### src/rtl/core/vbap_pkg.sv
// ---------------------------------------------------------------------------
// VBAP gain selection package
// Shared types, constants and codes for the gain selection block.
// ---------------------------------------------------------------------------
package vbap_pkg;

   // Input word modes.
   localparam logic [1:0] MODE_COEF  = 2'd0;
   localparam logic [1:0] MODE_SPK   = 2'd1;
   localparam logic [1:0] MODE_SGAIN = 2'd2;
   localparam logic [1:0] MODE_PAN   = 2'd3;

   // Register indexes.
   localparam logic REG_DIMENSION   = 1'b0;
   localparam logic REG_GROUP_COUNT = 1'b1;

   // Selection floor of -0.01 in units of 2^-27.
   localparam logic signed [35:0] GAIN_FLOOR = -36'sd1342178;
   localparam logic [15:0] UNITY = 16'd32768;

   typedef struct packed {
      logic [1:0]         mode;
      logic [3:0]         index;
      logic [3:0]         slot;
      logic signed [15:0] value;
      logic signed [15:0] pos_x;
      logic signed [15:0] pos_y;
      logic signed [15:0] pos_z;
      logic [15:0]        source_gain;
   } req_type;

   typedef struct packed {
      logic        found;
      logic [3:0]  speaker_a;
      logic [3:0]  speaker_b;
      logic [3:0]  speaker_c;
      logic [15:0] gain_a;
      logic [15:0] gain_b;
      logic [15:0] gain_c;
   } rsp_type;

   typedef enum logic [3:0] {
      ST_IDLE, ST_LOAD, ST_SETUP, ST_MAC, ST_CMP, ST_NORM,
      ST_SQRT, ST_SCALE, ST_DIV, ST_NEXT, ST_DONE
   } state_type;

   // Commands from controller to datapath.
   typedef struct packed {
      logic load;      // perform table write
      logic setup;     // latch vector, clear search
      logic mac;       // wait for read or multiply-accumulate
      logic cmp;       // compare group and advance
      logic norm;      // magnitudes and shift
      logic sqrt_step; // one sum-of-squares or square-root step
      logic scale;     // form numerator of one gain
      logic div_step;  // one multiply or division step
      logic next;      // store gain, next speaker
      logic done;      // emit result
   } cmd_type;

   typedef struct packed {
      logic mac_last;
      logic groups_done;
      logic have;
      logic sqrt_last;
      logic div_last;
      logic spk_last;
   } sts_type;

endpackage

### src/rtl/core/vbap_ctrl.sv
// ---------------------------------------------------------------------------
// VBAP controller
// Sequences table writes and the pan search, normalisation and division.
// ---------------------------------------------------------------------------
module vbap_ctrl (
   input  logic              clock,
   input  logic              reset,
   input  logic              start,
   input  logic [1:0]        mode,
   input  vbap_pkg::sts_type sts,
   output logic              busy,
   output vbap_pkg::cmd_type cmd
);
   import vbap_pkg::*;

   state_type state_ff, state_in;

   // State register.
   always_ff @(posedge clock) begin
      if (reset) begin
         state_ff <= ST_IDLE;
      end else begin
         state_ff <= state_in;
      end
   end

   // Next state and commands.
   always_comb begin
      state_in = state_ff;
      cmd      = '0;
      busy     = (state_ff != ST_IDLE);
      case (state_ff)
         ST_IDLE: begin
            if (start) begin
               state_in = (mode == MODE_PAN) ? ST_SETUP : ST_LOAD;
            end
         end
         ST_LOAD: begin
            cmd.load = 1'b1;
            state_in = ST_IDLE;
         end
         ST_SETUP: begin
            cmd.setup = 1'b1;
            state_in  = ST_MAC;
         end
         ST_MAC: begin
            if (sts.groups_done) begin
               state_in = sts.have ? ST_NORM : ST_DONE;
            end else begin
               cmd.mac = 1'b1;
               if (sts.mac_last) begin
                  state_in = ST_CMP;
               end
            end
         end
         ST_CMP: begin
            cmd.cmp  = 1'b1;
            state_in = ST_MAC;
         end
         ST_NORM: begin
            cmd.norm = 1'b1;
            state_in = ST_SQRT;
         end
         ST_SQRT: begin
            cmd.sqrt_step = 1'b1;
            if (sts.sqrt_last) begin
               state_in = ST_SCALE;
            end
         end
         ST_SCALE: begin
            cmd.scale = 1'b1;
            state_in  = ST_DIV;
         end
         ST_DIV: begin
            cmd.div_step = 1'b1;
            if (sts.div_last) begin
               state_in = ST_NEXT;
            end
         end
         ST_NEXT: begin
            cmd.next = 1'b1;
            state_in = sts.spk_last ? ST_DONE : ST_SCALE;
         end
         ST_DONE: begin
            cmd.done = 1'b1;
            state_in = ST_IDLE;
         end
         default: begin
            state_in = ST_IDLE;
         end
      endcase
   end

   // A load never runs the pan sequence.
   a_load_short: assert property (@(posedge clock) disable iff (reset)
      state_ff == ST_LOAD |=> state_ff == ST_IDLE)
      else $error("load word did not return to idle");
   a_done_idle: assert property (@(posedge clock) disable iff (reset)
      state_ff == ST_DONE |=> state_ff == ST_IDLE)
      else $error("result not followed by idle");
   a_one_cmd: assert property (@(posedge clock) disable iff (reset)
      $onehot0(cmd))
      else $error("more than one command at once");

endmodule

### config.mk
export PLATFORM = sky130hd
export DESIGN_NAME = vbap_ctrl
export DESIGN_NICKNAME = d
export VERILOG_FILES = /design/src/rtl/core/vbap_pkg.sv /design/src/rtl/core/vbap_ctrl.sv
export SDC_FILE = /design/constraint.sdc
export NUM_CORES = 1
export LEC_CHECK = 0
export ABC_CLOCK_PERIOD_IN_PS = 1750
export BUFFER_PORTS_ARGS = -buffer_cell sky130_fd_sc_hd__buf_2
export CORE_AREA = 2 2 39 41
export DETAILED_ROUTE_END_ITERATION = 8
export DIE_AREA = 0 0 41 43
export SETUP_SLACK_MARGIN = 0.05
export SLEW_MARGIN = 20
export SYNTH_ARGS = -nofsm -noshare
export SYNTH_HDL_FRONTEND = slang
export SYNTH_SLANG_ARGS = --single-unit
### constraint.sdc
create_clock -name clock -period 1.75 [get_ports clock]
set_input_delay 0.0875 -clock clock [delete_from_list [all_inputs] [get_ports clock]]
set_output_delay 0.0875 -clock clock [all_outputs]
set_load 0.01 [all_outputs]
==> results by group <==
Outcome
  • Status: finished clean

Power
  • Sw Ratio: a little under a third
  • Internal power: approximately 220 uW
  • Reg power frac: 35.3%
  • Pwr dens: about 600 nW/um^2
  • Logic gate share of total power: about 29%
  • Leakage power: approximately 0.00026 uW
  • P_sw: around 100 uW
  • Clk pwr share: a little over a third
  • Max rail drop VDD: between 200 and 250 uV

Drt
  • Total Wirelength: 1.11 mm
  • Drt drc: 0
  • DRT Pass-1 Iters: 4
  • 1st-iter DRT viols: 7
  • Via density: about 5.4
  • Via count: 503
  • Wirelength per Cell: roughly 12 um
  • Post-route ant nets: 0

Synthesis
  • Syn. warnings: 0
  • Post-synth top area share: a little over a fifth
  • Post-synth top area cell: dfxtp_1
  • Largest cells by area after synthesis: dfxtp_1 21%, nor3_1 11%, a21oi_1 6.7%
  • Yosys reg bits: 4
  • Synth Instances: 53
  • Synth cell types: 28
  • Mapped Nets: 64
  • Sequential-to-total area share from yosys stat: between 20% and 30%
  • Synthesized area: between 300 and 400 um^2
  • Syn_area_per_cell: between 7 and 8 um^2

Layout
  • Max FFs per register: 4
  • Largest register by flop count: state_ff
  • # diodes: 0
  • Share of cells above drive strength 1: 39.0%
  • Top flop regs: state_ff (4)
  • Area Overhead vs Synth: 40.0%
  • Non-filler cells, final: 93
  • Final Net Count: 90

GRT
  • Vias in the first global route: around 420
  • Initial antenna violation count: 0
  • Largest net degree at the start of global routing: 15
  • GRT Residual Overflow: 0
  • First-pass GRT wire length: 1.75 mm
  • Total track usage: between 10% and 20%

Critical path
  • Top delay family on crit path: compound AO/OA/AOI/OAI gates
  • Worst R2R Path Depth: 4
  • Worst Path Arrival: between 1500 and 2000 ps
  • CP max stage delay: around 570 ps
  • CP Capture Type: flop
  • Setup CP Type: flop to flop
  • Sequence of cells on the critical path: inv_1 > a2111oi_0 > a211o_1 > o41ai_2
  • Worst Path Buf+Inv: 1
  • Max Fanout on Critical Path: 14
  • Critical Path Start Type: flop
  • WP data required: 1860 ps
  • CP Depth: 4
  • Worst path slowest cell: dfxtp_1

Place
  • Inst Count DP: 90
  • Setup WS pre-CTS: between 150 and 200 ps
  • Final Wtd Congestion: ~0.74
  • Port buffer count: 21
  • Placed wire-length estimate: ~870 um

Clock network
  • CTS max path bufs: 2
  • H-tree depth: 1
  • TritonCTS clock tree: done
  • # hold bufs at CTS: 0
  • Clk sink count: 4
  • Clock Latency Late Sink: 240 ps
  • Clock transition at path regs: roughly 40 ps
  • Post-CTS Setup Bufs: 0
  • Post-CTS resize count: 0
  • Root Buffer: clkbuf_4
  • Inserted Clock Buffers: 3

Floorplanning
  • Initial Util: between 20% and 30%
  • Die width: approximately 41 um
  • Core Footprint: 1380 um^2
  • DIE AREA: 1760 um^2
  • Site row count: 14
  • Io pins: 22
  • Die Y: roughly 43 um

STA
  • Unrepaired setup endpoints after global routing: no
  • Setup ws final: ~180 ps
  • Max Freq: roughly 0.64 GHz
  • Final hold slack: roughly 64 ps
  • # setup viols final: 0
  • Clk_skew: between 4 and 5 ps
  • Slew Limit Fails: 0
  • Slew margin rel.: between 70% and 80%
  • Period Utilization, post-route: about nine tenths
  • Min cycle time layout: around 1600 ps
  • Worst slew pin tran: ~420 ps
  • Final hold vios: 0
  • Setup Total Neg Slack: 0 ps

Worst hold path
  • HP Class: primary input to flop
  • Hold path cells: 2

Flow run
  • Max_cap viols: 0
-- cells in the final DEF, fill, tap and decap left out, drive strengths merged, types with 2 or more instances in the layout --
cell type  instances
a21oi              5
a31oi              2
nor4               2
o21ai              2
buf               24
clkbuf             3
nand2b             4
nor3               8
nand2              2
dfxtp              4
and3               2
inv                4
nor2               4
-- path summary, 6_finish.rpt --
kind | start | endpoint | slack [ps]
min | reset | state_ff[3]$_SDFFE_PP0P_ | 60
max | state_ff[0]$_SDFFE_PP0P_ | state_ff[0]$_SDFFE_PP0P_ | 180
max reg2reg | state_ff[0]$_SDFFE_PP0P_ | state_ff[0]$_SDFFE_PP0P_ | 180
min reg2reg | state_ff[1]$_SDFFE_PP0P_ | state_ff[3]$_SDFFE_PP0P_ | 660
-- per-stage QoR --
stage | area [um^2] | util, % | total power [uW]
after CTS | 526 | 38.0 | 324
after global placement | 503 | 36.3 | 203
after detailed placement | 503 | 36.3 | 205
after floorplan | 375 | - | 168
final | 526 | 38.0 | 319
after global routing | 526 | 38.0 | 344
-- power groups by stage --
stage	clock (uW)	sequential (uW)	combinational, uW
floorplan	0	103	65.0
global placement	0	114	89.9
detailed placement	0	114	91.2
CTS	120	112	91.6
global route	128	114	102
finish	115	113	91.7
-- metal layers --
metal  vias to the layer above  wire length (um)  GRT usage (%)  share of wire, %
li1                        252                 -              -                 -
met1                       234               510           18.6                46
met2                        15               525           21.3                47
met3                         2                63           3.14               5.7
met4                         0                13           8.00               1.2
met5                         -                 0              0                 0
-- final cells by class --
type	instances	area, um^2
fill	157	858
multi-input combinational	42	260
timing repair buffer	24	128
sequential	4	80.1
clock buffer	3	22.5
tap	16	20.0
inverter	4	15.0
-- cells by family (layout without fill, tap and decap cells) --
kind of cell / count (synthesis) / count (layout) / synth area share (%)
AND/OR/NAND/NOR: 25 / 25 / 37.0
buffers and inverters: 7 / 31 / 9.33
flip-flops: 4 / 4 / 21.3
AO/OA/AOI/OAI: 17 / 17 / 32.3
-- synth_stat cells --
library cell  n
nor3_1        8
a21oi_1       5
dfxtp_1       4
nand2b_1      4
inv_1         3
nor2_1        3
a31oi_1       2
and3_1        2
nand2_1       2
nor4_1        2
a2111oi_0     1
a211o_1       1
a32oi_1       1
buf_2         1
buf_6         1
clkbuf_1      1
inv_2         1
nand3_1       1
nor2_4        1
nor2b_1       1
o2111ai_1     1
o211ai_1      1
o21ai_0       1
o21ai_1       1
o221ai_1      1
o22ai_1       1
o41ai_2       1
or2b_1        1
Note: power is estimated with default switching activity, not from simulation.
